===== src/hw/rtl/sparse_row_matrix_vector_multiply_macros.svh =====
// Assertion macros shared by the sparse row matrix-vector multiply RTL.
// Depends on nothing; included by the modules that carry assertions.
`ifndef SPARSE_ROW_MATRIX_VECTOR_MULTIPLY_MACROS_SVH
`define SPARSE_ROW_MATRIX_VECTOR_MULTIPLY_MACROS_SVH

// Same-cycle implication, disabled in reset
`define SRMVM_ASSERT_IMPL(label, clk, rst, ante, cons) \
  label: assert property (@(posedge clk) disable iff (rst) (ante) |-> (cons)) \
    else $error("srmvm same-cycle check failed");

// Next-cycle implication, disabled in reset
`define SRMVM_ASSERT_NEXT(label, clk, rst, ante, cons) \
  label: assert property (@(posedge clk) disable iff (rst) (ante) |=> (cons)) \
    else $error("srmvm next-cycle check failed");

`endif


===== src/hw/rtl/srmvm_pkg.sv =====
// Shared types and constants for the sparse row matrix-vector multiply.
// No dependencies.
package srmvm_pkg;

  localparam int IDX_W  = 10;
  localparam int DATA_W = 32;
  localparam int ROW_W  = 10;
  localparam int ACC_W  = 64;
  localparam int QUEUE_DEPTH = 4;
  localparam int QPTR_W = $clog2(QUEUE_DEPTH);

  // Command codes
  localparam logic [1:0] CMD_LOAD    = 2'd0;
  localparam logic [1:0] CMD_NONZERO = 2'd1;
  localparam logic [1:0] CMD_EMPTY   = 2'd2;
  localparam logic [1:0] CMD_NOP     = 2'd3;

  localparam logic signed [DATA_W-1:0] SUM_MAX = 32'sh7FFF_FFFF;
  localparam logic signed [DATA_W-1:0] SUM_MIN = 32'sh8000_0000;

  // Classified item passed from front to back
  typedef struct packed {
    logic [1:0]               op;
    logic [IDX_W-1:0]         index;
    logic signed [DATA_W-1:0] value;
    logic                     row_end;
    logic                     hit;
  } srmvm_item_t;

endpackage


===== src/hw/rtl/srmvm_fifo.sv =====
// Short queue of classified items between front and back.
// Depends on srmvm_pkg and the shared assertion macros.
`include "sparse_row_matrix_vector_multiply_macros.svh"
module srmvm_fifo
  import srmvm_pkg::*;
(
  input  logic        clk,
  input  logic        rst,
  input  logic        push,
  input  srmvm_item_t push_item,
  output logic        full,
  input  logic        pop,
  output logic        q_valid,
  output srmvm_item_t q_item
);

  srmvm_item_t       slots [QUEUE_DEPTH];
  logic [QPTR_W-1:0] wr_ptr;
  logic [QPTR_W-1:0] rd_ptr;
  logic [QPTR_W:0]   count;

  assign full    = (count == (QPTR_W+1)'(QUEUE_DEPTH));
  assign q_valid = (count != '0);
  assign q_item  = slots[rd_ptr];

  // Store pushed items
  always_ff @(posedge clk) begin
    if (push) begin
      slots[wr_ptr] <= push_item;
    end
  end

  // Advance pointers and occupancy
  always_ff @(posedge clk) begin
    if (rst) begin
      wr_ptr <= '0;
      rd_ptr <= '0;
      count  <= '0;
    end else begin
      if (push) begin
        wr_ptr <= wr_ptr + 1'b1;
      end
      if (pop) begin
        rd_ptr <= rd_ptr + 1'b1;
      end
      if (push && !pop) begin
        count <= count + 1'b1;
      end else if (!push && pop) begin
        count <= count - 1'b1;
      end
    end
  end

  `SRMVM_ASSERT_IMPL(a_no_push_full, clk, rst, push, !full)
  `SRMVM_ASSERT_IMPL(a_pop_nonempty, clk, rst, pop, q_valid)
  `SRMVM_ASSERT_IMPL(a_count_bound, clk, rst, 1'b1, count <= (QPTR_W+1)'(QUEUE_DEPTH))

endmodule


===== config.mk =====
export PLATFORM = sky130hd
export DESIGN_NAME = srmvm_fifo
export DESIGN_NICKNAME = d
export VERILOG_FILES = /design/src/hw/rtl/srmvm_pkg.sv /design/src/hw/rtl/srmvm_fifo.sv
export VERILOG_INCLUDE_DIRS = /design/src /design/src/hw/rtl
export SDC_FILE = /design/constraint.sdc
export NUM_CORES = 1
export LEC_CHECK = 0
export ABC_AREA = 1
export ABC_CLOCK_PERIOD_IN_PS = 5500
export BUFFER_PORTS_ARGS = -buffer_cell sky130_fd_sc_hd__buf_2
export CELL_PAD_IN_SITES_DETAIL_PLACEMENT = 1
export CELL_PAD_IN_SITES_GLOBAL_PLACEMENT = 1
export CORE_MARGIN = 1
export CORE_UTILIZATION = 35
export CTS_CLUSTER_SIZE = 16
export DETAILED_ROUTE_END_ITERATION = 10
export GPL_ROUTABILITY_DRIVEN = 0
export HOLD_SLACK_MARGIN = 0.02
export PLACE_DENSITY = 0.62
export SYNTH_ARGS = -nofsm -noshare
export SYNTH_HDL_FRONTEND = slang
export SYNTH_SLANG_ARGS = --single-unit

===== constraint.sdc =====
create_clock -name clk -period 5.5 [get_ports clk]
set_input_delay 0.825 -clock clk [delete_from_list [all_inputs] [get_ports clk]]
set_output_delay 0.825 -clock clk [all_outputs]
set_load 0.05 [all_outputs]

Word-level counts from Yosys, hierarchy flattened
Memories as Yosys holds them, arrays and structs flattened. A register that Yosys moved wholly into a read port is not among the register bits.
Index checks and enable logic that the tools add are counted.
- register bits after elaboration: 7
- memory bits (writable): 184
- bits of input ports: 50
- output and inout bits: 48
- logic and storage cells: 21
- memories: 1
- $add $sub $neg: 4
- eq/ne operators: 1
- muxes and demuxes: 6
- reductions and logical operators: 6
- memories (memory ; words ; width ; read ports ; clocked after Yosys merged registers in ; write ports ; RTL line ; RTL):
    slots ; 4 ; 46 ; 1 ; 1 ; 1 ; srmvm_fifo.sv:17 ; srmvm_item_t slots [QUEUE_DEPTH];
- operators with widths (kind ; number):
    2-to-1 mux 3 bit ; 2
    adder 2 x 1 -> 2 bit, second input constant ; 2
    2-to-1 mux 2 bit ; 2
    adder 3 x 1 -> 3 bit, second input constant ; 1
    equality test 3 bit, second input constant ; 1
    nonzero test 3 bit ; 1
    subtractor 3 x 1 -> 3 bit, second input constant ; 1
    logical AND 1 bit ; 2
    logical NOT 1 bit ; 2
    2-to-1 mux 1 bit ; 2
    nonzero test 2 bit ; 1

Longest topological paths before layout
- depth after elaboration: 4
- gate-level depth with buffers: 10
- mapped depth without buffers: 10

Worst setup path after synthesis
No wires, ideal clock.
- kind: reg-to-output
- start: reg with a tool-made name
- end: out q_item[10] in the netlist's numbering
- data arrival time: 1.581 ns
- required time: 4.675 ns
- setup slack: 3.094 ns
- stages on the path, launching flop included: 7
- path buffers: 3
- path through: dfxtp_1 -> buf_6 -> inv_2 -> buf_6 -> buf_6 -> o21ai_1 -> o22ai_1
- RTL lines (what ; RTL line ; RTL):
    to (decl) ; srmvm_fifo.sv:14 ; output srmvm_item_t q_item

==> qor.txt <==
Status -> complete, no violations
Worst skew pair latency -> 0.43 ns
Final min period -> 3.58 ns
Largest net degree at the start of global routing -> 94
First-pass GRT wire length -> 26.2 mm
Post-route antenna net violation count -> 0
Synthesized area -> 7270 µm²
WL final -> 16.5 mm
TritonCTS buffer count -> 17
Post-CTS Hold Buffers -> 0
Synth Instances -> 504
RSZ-0062 raised after global routing -> no
Ports -> 98
Vias in the first global route -> 4,729
Worst min path class -> register to register
Area growth syn-to-layout -> 17.3%
Post-detail-place hpwl -> 9.63 mm
DR vias/cell -> 4.91
Worst Tran Pin Value -> 1.03 ns
Most common cell after layout, fill and taps aside -> edfxtp_1
Die W -> 146 µm
Initial core utilization -> 0.358
Power per cell area -> 395 nW/µm²
GRT Util Overall -> 0.163
Crit path DAT -> 2.76 ns
Post-DR wirelength/cell -> 18.8 µm
Std cell rows -> 52
H-Tree Depth -> 4
CP endpoint kind -> primary output
Drt first-iter violations -> 246
Achievable Freq -> 0.279 GHz
Register area share after synthesis -> 0.785
Worst-path clk slew -> 0.06 ns
Syn_area_per_cell -> 14.4 µm²
Via count -> 4,322
Most frequent cells in the layout -> 184 x edfxtp_1, 99 x nor2_1, 97 x buf_2
Initial antenna violation count -> 1
# Post-CTS Setup Buffers -> 0
Distinct cell type count after synthesis -> 20
Ratio of cells with drive above 1 in the final layout -> 0.230
PortBufs -> 97
Syn nets -> 560
Leak Pwr -> 2.99 nW
Max VDD drop -> 0.216 mV
CTS root buffer -> clkbuf_16
Worst-path fanout max -> 93
TritonCTS clock tree -> built
Seq cells post-synth -> 193
TritonRoute pass-1 iters -> 4
Final nets -> 652
Placed insts -> 847
Max transition margin -> 0.312
Startpoint Class -> register
Clk_skew -> 0.0116 ns
Non-filler cells in the finished layout -> 880
Max_cap viols -> 0
Vert. Die Dim -> 146 µm
Core area -> 20,300 µm²
Critical Path RT -> 4.68 ns
Slew Limit Fails -> 0
DRC errors left -> 0
Setup violations, final -> 0
Total negative slack -> 0 ns
Grt total ovfl -> 0
Kind of critical path -> register to primary output
Post-CTS Resized -> 0
Final Cycle Share -> 0.652
Final Hold Vio Count -> 0
Synth warnings -> 0
Clock Tree Buf Depth -> 2
Die area -> 21,400 µm²
Clock sink count -> 193
## synthesized netlist by cell type (all sizes together)
cell type	instances	area share
o21ai	97	0.067
inv	17	0.0088
clkbuf	11	0.0057
dfxtp	9	0.025
nand3	1	0.00069
buf	18	0.021
a21oi	3	0.0021
nand4	1	0.00086
nand2	10	0.0052
edfxtp	184	0.76
ha	5	0.0086
nor3	1	0.00069
o22ai	46	0.040
fa	1	0.0028
xor2	1	0.0012
nor2	99	0.051
## sequential cells by signal (all words and copies together), names as in the netlist, named ones only
name	cells
slots	184
count	3
wr_ptr	2
rd_ptr	2
## path summary, 6_finish.rpt
check	start	endpoint	slack (ns)	cells after the start
max reg2reg	wr_ptr[0]	slots[0][5]	3.48	5
min reg2reg	rd_ptr[1]	register	0.43	1
max	register	q_item[36]	1.92	5
min	rd_ptr[1]	register	0.43	1
## report_power, final
group,switching [mW],internal (mW),leakage [nW]
Sequential,0.0396,1.68,1.77
Combinational,0.334,0.0965,0.949
Clock,0.544,0.679,0.272
Total,0.917,2.45,2.99
## critical path: stages, from the launching register on
cell      delay (ns)
dfxtp_4         0.63
clkinv_2        0.10
buf_4           0.78
o21ai_0         0.18
o22ai_1         0.29
buf_2           0.33
## final cells by class
cell class              count  area, µm²
flip-flops and latches    193       5710
inverters                  17       65.1
diodes                      1       2.50
clock inverters            13        151
clock buffers              19        433
multi-input cells         265       1310
fillers                  2149      11800
repair buffers            102        523
well taps                 270        338
## per-stage QoR
stage / worst slack (ns) / hold WS, ns / power (mW) / utilization / area [µm²]
floorplan: 3.09 / 0.412 / 2.05 / - / 7270
global placement: 2.35 / 0.416 / 2.17 / 0.391 / 7940
detailed placement: 2.29 / 0.425 / 2.19 / 0.391 / 7940
CTS: 1.82 / 0.434 / 3.40 / 0.420 / 8530
global route: 1.63 / 0.458 / 3.48 / 0.420 / 8530
finish: 1.92 / 0.431 / 3.37 / 0.420 / 8530
## kinds of logic after synthesis
family / after synthesis / synth area share
adder cells (fa/ha/maj): 6 / 0.0114
AND/OR/NAND/NOR: 112 / 0.0585
flip-flops: 193 / 0.785
XOR/XNOR: 1 / 0.00120
AO/OA/AOI/OAI: 146 / 0.108
buffers and inverters: 46 / 0.0358
## routing by layer
metal  track usage  vias up  routed length, µm
li1              -     2062                  -
met1         0.200     2177               7350
met2         0.281       66               8450
met3        0.0350       17                516
met4        0.0609        0                208
met5             0        -                  0
(Power assumes the default switching activity.)
