## src/hw/rtl/sparse_row_matrix_vector_multiply_macros.svh

```systemverilog
// Assertion macros shared by the sparse row matrix-vector multiply RTL.
// Depends on nothing; included by the modules that carry assertions.
`ifndef SPARSE_ROW_MATRIX_VECTOR_MULTIPLY_MACROS_SVH
`define SPARSE_ROW_MATRIX_VECTOR_MULTIPLY_MACROS_SVH

// Same-cycle implication, disabled in reset
`define SRMVM_ASSERT_IMPL(label, clk, rst, ante, cons) \
  label: assert property (@(posedge clk) disable iff (rst) (ante) |-> (cons)) \
    else $error("srmvm same-cycle check failed");

// Next-cycle implication, disabled in reset
`define SRMVM_ASSERT_NEXT(label, clk, rst, ante, cons) \
  label: assert property (@(posedge clk) disable iff (rst) (ante) |=> (cons)) \
    else $error("srmvm next-cycle check failed");

`endif

```

## src/hw/rtl/srmvm_pkg.sv

```systemverilog
// Shared types and constants for the sparse row matrix-vector multiply.
// No dependencies.
package srmvm_pkg;

  localparam int IDX_W  = 10;
  localparam int DATA_W = 32;
  localparam int ROW_W  = 10;
  localparam int ACC_W  = 64;
  localparam int QUEUE_DEPTH = 4;
  localparam int QPTR_W = $clog2(QUEUE_DEPTH);

  // Command codes
  localparam logic [1:0] CMD_LOAD    = 2'd0;
  localparam logic [1:0] CMD_NONZERO = 2'd1;
  localparam logic [1:0] CMD_EMPTY   = 2'd2;
  localparam logic [1:0] CMD_NOP     = 2'd3;

  localparam logic signed [DATA_W-1:0] SUM_MAX = 32'sh7FFF_FFFF;
  localparam logic signed [DATA_W-1:0] SUM_MIN = 32'sh8000_0000;

  // Classified item passed from front to back
  typedef struct packed {
    logic [1:0]               op;
    logic [IDX_W-1:0]         index;
    logic signed [DATA_W-1:0] value;
    logic                     row_end;
    logic                     hit;
  } srmvm_item_t;

endpackage

```

## src/hw/rtl/srmvm_front.sv

```systemverilog
// Front end: accepts input items, drops unused commands, flags column range.
// Depends on srmvm_pkg.
module srmvm_front
  import srmvm_pkg::*;
#(
  parameter int VEC_LEN = 1024
) (
  input  logic                     clk,
  input  logic                     rst,
  input  logic                     in_valid,
  output logic                     in_ready,
  input  logic [1:0]               command,
  input  logic [IDX_W-1:0]         index,
  input  logic signed [DATA_W-1:0] value,
  input  logic                     row_end,
  input  logic                     q_full,
  output logic                     push,
  output srmvm_item_t              push_item
);

  logic        fe_valid;
  srmvm_item_t fe_item;
  logic        accept;

  assign push     = fe_valid && !q_full;
  assign in_ready = !fe_valid || !q_full;
  assign accept   = in_valid && in_ready;
  assign push_item = fe_item;

  // Hold one classified item; unused commands never enter
  always_ff @(posedge clk) begin
    if (rst) begin
      fe_valid <= 1'b0;
    end else if (accept) begin
      fe_valid <= (command != CMD_NOP);
    end else if (push) begin
      fe_valid <= 1'b0;
    end
  end

  always_ff @(posedge clk) begin
    if (accept) begin
      fe_item.op      <= command;
      fe_item.index   <= index;
      fe_item.value   <= value;
      fe_item.row_end <= row_end;
      fe_item.hit     <= (32'(index) < VEC_LEN);
    end
  end

endmodule

```

## config.mk

```make
export PLATFORM = sky130hd
export DESIGN_NAME = srmvm_front
export DESIGN_NICKNAME = d
export VERILOG_FILES = /design/src/hw/rtl/sparse_row_matrix_vector_multiply_macros.svh /design/src/hw/rtl/srmvm_pkg.sv /design/src/hw/rtl/srmvm_front.sv
export SDC_FILE = /design/constraint.sdc
export NUM_CORES = 1
export LEC_CHECK = 0
export ABC_AREA = 1
export ABC_CLOCK_PERIOD_IN_PS = 3800
export BUFFER_PORTS_ARGS = -buffer_cell sky130_fd_sc_hd__buf_2
export CAP_MARGIN = 10
export CORE_MARGIN = 2
export CORE_UTILIZATION = 43
export CTS_CLUSTER_DIAMETER = 120
export DETAILED_ROUTE_END_ITERATION = 7
export PLACE_DENSITY = 0.93
export SYNTH_ARGS = -nofsm -noshare
export SYNTH_HDL_FRONTEND = slang
export SYNTH_SLANG_ARGS = --single-unit
```

## constraint.sdc

```tcl
create_clock -name clk -period 3.8 [get_ports clk]
set_clock_uncertainty 0.1 [all_clocks]
set_input_delay 0.57 -clock clk [delete_from_list [all_inputs] [get_ports clk]]
set_output_delay 0.57 -clock clk [all_outputs]
set_load 0.01 [all_outputs]
```

Word-level counts from Yosys, hierarchy flattened
Index checks and enable logic that the tools add are counted.
{"block": "classes", "eq_ne": 1, "muxes": 2, "n_reduce_logical": 6}
{"op": "1-bit logical AND", "count": 2}
{"op": "1-bit zero test", "count": 2}
{"op": "1-bit two-way mux", "count": 2}
{"op": "2-bit inequality test (second input constant)", "count": 1}
{"op": "2-bit nonzero test", "count": 1}
{"op": "1-bit logical OR", "count": 1}
{"block": "word_totals", "input_bits": 49, "word_cells": 14, "regBits": 46, "out_inout_bits": 48}

Depth between registers and ports, before layout
Gate-level depths: netlist of the first run.
{"block": "depth", "ltp_word": 4, "depth_mapped": 3, "depth_no_buf": 3}

Worst setup path after synthesis of the first run
OpenSTA, ideal clock, no wires.
{"block": "synth_timing", "path_type": "input port to flip-flop", "from": "in q_full", "to": "reg fe_item (netlist bit push_item[10]), enable pin", "required_time_ns": 3.293, "setup_time_ns": 0.407, "setup_slack_ns": 1.517, "cell_stages": 2, "path_buffers": 0, "t_arrival_ns": 1.776, "cell_sequence": "nand2_2 and2_1"}
{"block": "synth_via", "elab_chain_len": 3}
{"element": "start, declared", "line": "srmvm_front.sv:16", "source": "input logic q_full,"}
{"element": "1-bit zero test", "line": "srmvm_front.sv:26", "source": "assign in_ready = !fe_valid || !q_full;"}
{"element": "1-bit logical OR", "line": "srmvm_front.sv:26"}
{"element": "1-bit logical AND", "line": "srmvm_front.sv:27", "source": "assign accept = in_valid && in_ready;"}
{"element": "named net accept", "line": "srmvm_front.sv:23", "source": "logic accept;"}
{"element": "end, declared", "line": "srmvm_front.sv:22", "source": "srmvm_item_t fe_item;"}
The timed path passes the listed nets, and every way through them passes these cells.
A chain may end at the register's enable or synchronous reset.

Worst setup path in the final report of the first run
{"block": "layout_timing", "from": "reg fe_valid", "to": "reg fe_item (netlist bit push_item[30]), enable pin"}
{"block": "layout_via", "elab_chain_len": 3}
{"element": "start, declared", "line": "srmvm_front.sv:21", "source": "logic fe_valid;"}
{"element": "start signal, assigned", "line": "srmvm_front.sv:35", "source": "fe_valid <= (command != CMD_NOP);"}
{"element": "1-bit zero test", "line": "srmvm_front.sv:26"}
{"element": "1-bit logical OR", "line": "srmvm_front.sv:26"}
{"element": "1-bit logical AND", "line": "srmvm_front.sv:27"}
{"element": "named net accept", "line": "srmvm_front.sv:23"}
The timed path passes the listed nets, and every way through them passes these cells.

==> results of run 1 <==
==> layout make-up <==
type | instances | area, um^2
repair buffers | 95 | 475
flip-flops and latches | 46 | 1370
well taps | 44 | 55.1
fillers | 240 | 1100
multi-input cells | 7 | 37.5
clock inverters | 3 | 21.3
inverters | 1 | 3.75
clock buffers | 5 | 37.5
==> sequential cells by signal, summed over array words and instances (netlist names) <==
register   flops
fe_valid       1
push_item     45
==> placed cells by master, fill, tap and decap left out, drive strengths merged <==
cell	n
nand2	3
conb	1
edfxtp	45
buf	95
clkinv	2
a21oi	1
dfxtp	1
clkbuf	5
and2	1
clkinvlp	1
inv	1
nor2	1
==> through the flow <==
step	std cells	util, %	hold slack, ns
floorplan	55	-	0.391
global placement	193	62.6	0.362
detailed placement	193	62.6	0.379
CTS	201	64.5	0.249
global route	201	64.5	0.242
finish	201	64.5	0.263
==> worst reg2reg max path: cells and delay by family (launching register included) <==
kind / cells / cell delay (ns)
simple gates: 2 / 0.87
flops: 1 / 0.35
==> worst max path at each step <==
| stage | startpoint | endpoint | slack, ns | cells past startpoint |
|---|---|---|---|---|
| 2_1_floorplan | q_full | push_item[10] | 1.52 | 2 |
| 3_3_place_gp | q_full | push_item[26] | 1.79 | 3 |
| 3_5_place_dp | q_full | push_item[38] | 1.73 | 3 |
| 4_1_cts | fe_valid | push_item[41] | 2.09 | 2 |
| 5_1_grt | fe_valid | push_item[41] | 1.99 | 2 |
| 6_report | fe_valid | push_item[30] | 2.11 | 2 |
==> cells by family (layout without fill, tap and decap cells) <==
family          after synthesis  after routing  share of synthesized area [%]
other cells                   1              1                          0.264
compound gates                1              1                          0.617
flops                        46             46                           96.6
simple gates                  5              5                           1.68
buf+inv                       2            104                          0.794
==> layer usage <==
metal,track usage [%],part of all wire (%),up-vias
met1,12.7,33,397
met2,27.2,52,68
met3,5.88,13,7
li1,-,-,412
met4,8.21,2.0,0
met5,0,0,-
==> power groups by stage <==
stage	sequential [mW]	combinational [mW]	clock, mW
final	0.600	0.0826	0.222
after CTS	0.600	0.0842	0.232
after floorplan	0.628	0.0127	0
after global placement	0.610	0.0805	0
after detailed placement	0.612	0.0840	0
after global routing	0.603	0.0907	0.251
==> run_results.csv, run 1 <==
group,metric,value,unit
setup_path,worst-setup-path-type,"flop to flop",
clock_network,cts.repair.resized,0,
place,dpl_cell_area,1940,um^2
yosys,syn_inst,55,
power_and_ir_drop,combPwrFrac,9.1,%
floorplanning,die_w,61.4,um
floorplanning,coreArea,3100,um^2
yosys,synth_top_area_cell,"edfxtp_1",
job,drv_cap,0,
clock_network,clk_latency,0.35,ns
sta,min_period_over_period,44.3,%
sta,setup_ws,2.11,ns
routing,totalWireLength,2800,um
routing,drcViolationCount,0,
yosys,synth_top_area_share,95.2,%
hold_path,hold_end,"fe_valid",
floorplanning,ioPinCount,97,
power_and_ir_drop,powerDensity,452,nW/um^2
clock_network,root_buffer,"clkbuf_4",
setup_path,worst_setup_path_end_kind,"flop",
clock_network,clk_pin_slew,0.12,ns
setup_path,critical_path.cell_chain,"nand2_2, and2_2",
setup_path,regToRegSetupSlack,2.11,ns
yosys,avgSynthCellArea,25.8,um^2
yosys,synthFlopType,"edfxtp_1",
sta,slew_headroom,35.7,%
setup_path,crit_arrival,1.58,ns
yosys,yosysMostFrequentCell,"edfxtp_1",
place,globalplace.congestion,0.643,
layout,drive_above_1_share,67.5,%
place,portBuffers,95,
power_and_ir_drop,swShare,22.4,%
sta,rsz0062_at_grt,"false",
setup_path,reg2reg_to,"push_item[30]",
routing,drtIter0Drc,39,
yosys,synth_commonest_cells,"edfxtp_1, nand2_1",
sta,setup_violations,0,
routing,vias_per_cell,4.40,
yosys,netlist-cell-type-count,10,
clock_network,cts_tree,"built",
sta,final_max_slew_viol_count,0,
hold_path,min_path_type,"input pin to flop",
outcome,status,"completed",
clock_network,cts_setup_buffers,0,
clock_network,cts_buffers,5,
global_routing,grt_util_all_layers,14.5,%
global_routing,antenna_found_initial,0,
layout,final_area,2000,um^2
setup_path,crit_fanout,45,
hold_path,min_path_cells,2,
power_and_ir_drop,finalPower,0.904,mW
setup_path,cp_num_buf_inv,0,
clock_network,htreeDepth,2,
hold_path,min_from,"rst",
floorplanning,dieArea,3770,um^2
sta,finalSetupTns,0,ns
routing,detail_route.wl_per_cell,13.9,um
yosys,yosysSeqAreaShare,96.6,%
global_routing,grt_max_degree,46,
layout,area_growth,41.1,%
layout,nets,205,
setup_path,r2r_cells,2,
yosys,async_flop_share,0,%
sta,fmax,593,MHz
yosys,synth_area,1420,um^2
layout,num_antenna_cells,0,
yosys,ys_seq_elements,46,
sta,tightest_slew,0.964,ns
power_and_ir_drop,pwr-share-clk,24.6,%
clock_network,hold_buffers,0,
setup_path,start_kind,"flop",
yosys,synthTopCellsByArea,"edfxtp_1, dfxtp_1, a21oi_2, buf_4, nand2_1",
sta,hold_viol,0,
power_and_ir_drop,ir_drop,0.225,mV
clock_network,clockBufferDepth,2,
routing,dr.pass1.iters,4,
setup_path,max_stage_delay,0.79,ns
yosys,synth_edf_count,45,
floorplanning,rows,20,
power_and_ir_drop,pwr-share-seq,66.3,%
place,place_hpwl,2140,um
setup_path,worstReg2RegStart,"fe_valid",
floorplanning,initial_core_util,45.7,%
sta,period_needed,1.69,ns
global_routing,grt_pass1_wl,3700,um
setup_path,slowest_stage,"and2_2",
power_and_ir_drop,switchingPower,0.203,mW
setup_path,cp_top_family,"simple AND/OR/NAND/NOR gates",
floorplanning,die_height,61.4,um
place,place_ws,1.73,ns
yosys,synth_nets,104,
global_routing,gr-total-overflow,0,
yosys,ys_warn_count,0,
routing,num_vias,884,
power_and_ir_drop,leakage,0.869,nW
routing,postRouteAntennaNets,0,
power_and_ir_drop,p_int,0.702,mW
setup_path,worstPathRequired,3.69,ns
global_routing,grt_pass1_vias,874,
clock_network,clock-sinks,46,
(Power assumes the default switching activity.)
==> run 2: changes to the inputs <==
--- a/config.mk
+++ b/config.mk
@@ -6,14 +6,14 @@
 export NUM_CORES = 1
 export LEC_CHECK = 0
 export ABC_AREA = 1
-export ABC_CLOCK_PERIOD_IN_PS = 3800
+export ABC_CLOCK_PERIOD_IN_PS = 1490
 export BUFFER_PORTS_ARGS = -buffer_cell sky130_fd_sc_hd__buf_2
 export CAP_MARGIN = 10
 export CORE_MARGIN = 2
-export CORE_UTILIZATION = 43
+export CORE_UTILIZATION = 36
 export CTS_CLUSTER_DIAMETER = 120
 export DETAILED_ROUTE_END_ITERATION = 7
-export PLACE_DENSITY = 0.93
+export PLACE_DENSITY = 0.84
 export SYNTH_ARGS = -nofsm -noshare
 export SYNTH_HDL_FRONTEND = slang
 export SYNTH_SLANG_ARGS = --single-unit
==> constraint.sdc (replaced) <==
create_clock -name clk -period 1.49 [get_ports clk]
set_clock_uncertainty 0.1 [all_clocks]
set_input_delay 0.2235 -clock clk [delete_from_list [all_inputs] [get_ports clk]]
set_output_delay 0.2235 -clock clk [all_outputs]
set_load 0.01 [all_outputs]
==> run_results.csv, run 2 (synthesized netlist as in run 1, its figures left out) <==
group,metric,value,unit
global_routing,grt_util_all_layers,12.1,%
power_and_ir_drop,combPwrFrac,11.2,%
global_routing,antenna_found_initial,0,
floorplanning,ioPinCount,97,
layout,area_growth,61.6,%
layout,final_area,2290,um^2
setup_path,cp_top_family,"flip-flops",
layout,layout_common_cells,"buf_2, edfxtp_1, dlygate4sd3_1, clkbuf_8",
global_routing,grt_pass1_wl,3750,um
layout,multi_input_area,38.8,um^2
routing,drtIter0Drc,69,
layout,num_antenna_cells,0,
setup_path,crit_fanout,2,
clock_network,root_buffer,"clkbuf_8",
place,globalplace.congestion,0.709,
sta,finalSetupTns,0,ns
sta,min_period_over_period,80.7,%
global_routing,gr-total-overflow,0,
layout,fillers,294,
floorplanning,die_height,66.8,um
clock_network,clk_latency,0.28,ns
sta,final_max_slew_viol_count,0,
setup_path,worst-setup-path-type,"flop to output pin",
setup_path,start_kind,"flop",
layout,nets,230,
setup_path,max_stage_delay,0.35,ns
sta,fmax,831,MHz
layout,final_common_cell,"buf_2",
routing,totalWireLength,2870,um
power_and_ir_drop,finalPower,2.45,mW
layout,largest_reg_flops,45,
clock_network,cts_setup_buffers,0,
setup_path,worst_setup_path_end_kind,"output pin",
sta,period_needed,1.20,ns
layout,utilization,61.7,%
power_and_ir_drop,pwr-share-clk,26.5,%
outcome,status,"completed",
hold_path,min_path_type,"input pin to flop",
power_and_ir_drop,swShare,19.9,%
clock_network,clock-sinks,46,
setup_path,slowest_stage,"dfxtp_1",
layout,regArea,1370,um^2
routing,postRouteAntennaNets,0,
power_and_ir_drop,switchingPower,0.489,mW
floorplanning,dieArea,4460,um^2
global_routing,grt_max_degree,24,
routing,vias_per_cell,4.18,
power_and_ir_drop,ir_drop,0.637,mV
routing,detail_route.wl_per_cell,12.6,um
power_and_ir_drop,leakage,0.992,nW
global_routing,grt_pass1_vias,878,
floorplanning,die_w,66.8,um
clock_network,cts_tree,"built",
power_and_ir_drop,p_int,1.96,mW
routing,num_vias,954,
setup_path,cp_num_buf_inv,2,
sta,hold_viol,0,
setup_path,crit_arrival,0.88,ns
routing,dr.pass1.iters,2,
floorplanning,coreArea,3720,um^2
clock_network,clockBufferDepth,2,
power_and_ir_drop,pwr-share-seq,62.3,%
layout,drive_above_1_share,58.3,%
clock_network,cts_buffers,5,
floorplanning,rows,22,
place,portBuffers,95,
floorplanning,initial_core_util,38.2,%
routing,drcViolationCount,0,
clock_network,htreeDepth,2,
job,drv_cap,0,
place,dpl_cell_area,1990,um^2
power_and_ir_drop,powerDensity,1070,nW/um^2
setup_path,worstPathRequired,1.17,ns
sta,rsz0062_at_grt,"false",
setup_path,critical_path.cell_chain,"inv_1, nor2_1, buf_2",
clock_network,clk_pin_slew,0.07,ns
sta,setup_violations,0,
## run 2: stage by stage
stage | hold WS, ns | std cells | setup slack [ns]
after floorplan | 0.186 | 55 | 0.194
after global placement | 0.285 | 199 | 0.330
after detailed placement | 0.292 | 199 | 0.315
after CTS | 0.000642 | 212 | 0.273
after global routing | 0.000257 | 228 | 0.225
final | 0.0118 | 228 | 0.287
## run 2: worst reg2reg max path: stages, from the launching register on
cell	delay (ns)
dfxtp_1	0.32
nand2_2	0.08
and2_4	0.18
buf_12	0.17
## run 2: path summary, 6_finish.rpt
kind             start       endpoint  slack (ns)  depth (start not counted)
max reg2reg   fe_valid  push_item[23]        0.34                          3
min reg2reg   fe_valid       fe_valid        0.40                          2
min          value[23]  push_item[25]        0.01                          1
max           fe_valid           push        0.29                          3
## run 2: layer usage
layer  global-route usage (%)  wire length [um]
met1                     11.9              1030
met2                     21.5              1510
met3                     6.25               300
met4                     4.59                36
met5                        0                 0
## run 2: repair_timing
item                                    4_1_cts  5_1_grt
resized for setup                             0        0
endpoints found under the setup margin        0        0
hold endpoints to repair                      7       16
hold buffers                                  7       16
## run 2: final cells by class
type	count	area share (%)
repair buffers	120	32.5
inverters	1	0.164
clock inverters	1	0.164
clock buffers	5	3.00
well taps	48	2.62
flip-flops and latches	46	59.8
multi-input cells	7	1.69
## run 2: power by group through the flow
| stage | Combinational [mW] | Sequential [mW] | Clock (mW) |
|---|---|---|---|
| 6_report | 0.276 | 1.53 | 0.650 |
| 3_3_place_gp | 0.229 | 1.55 | 0 |
| 4_1_cts | 0.246 | 1.53 | 0.676 |
| 2_1_floorplan | 0.0341 | 1.60 | 0 |
| 3_5_place_dp | 0.232 | 1.56 | 0 |
| 5_1_grt | 0.301 | 1.53 | 0.738 |
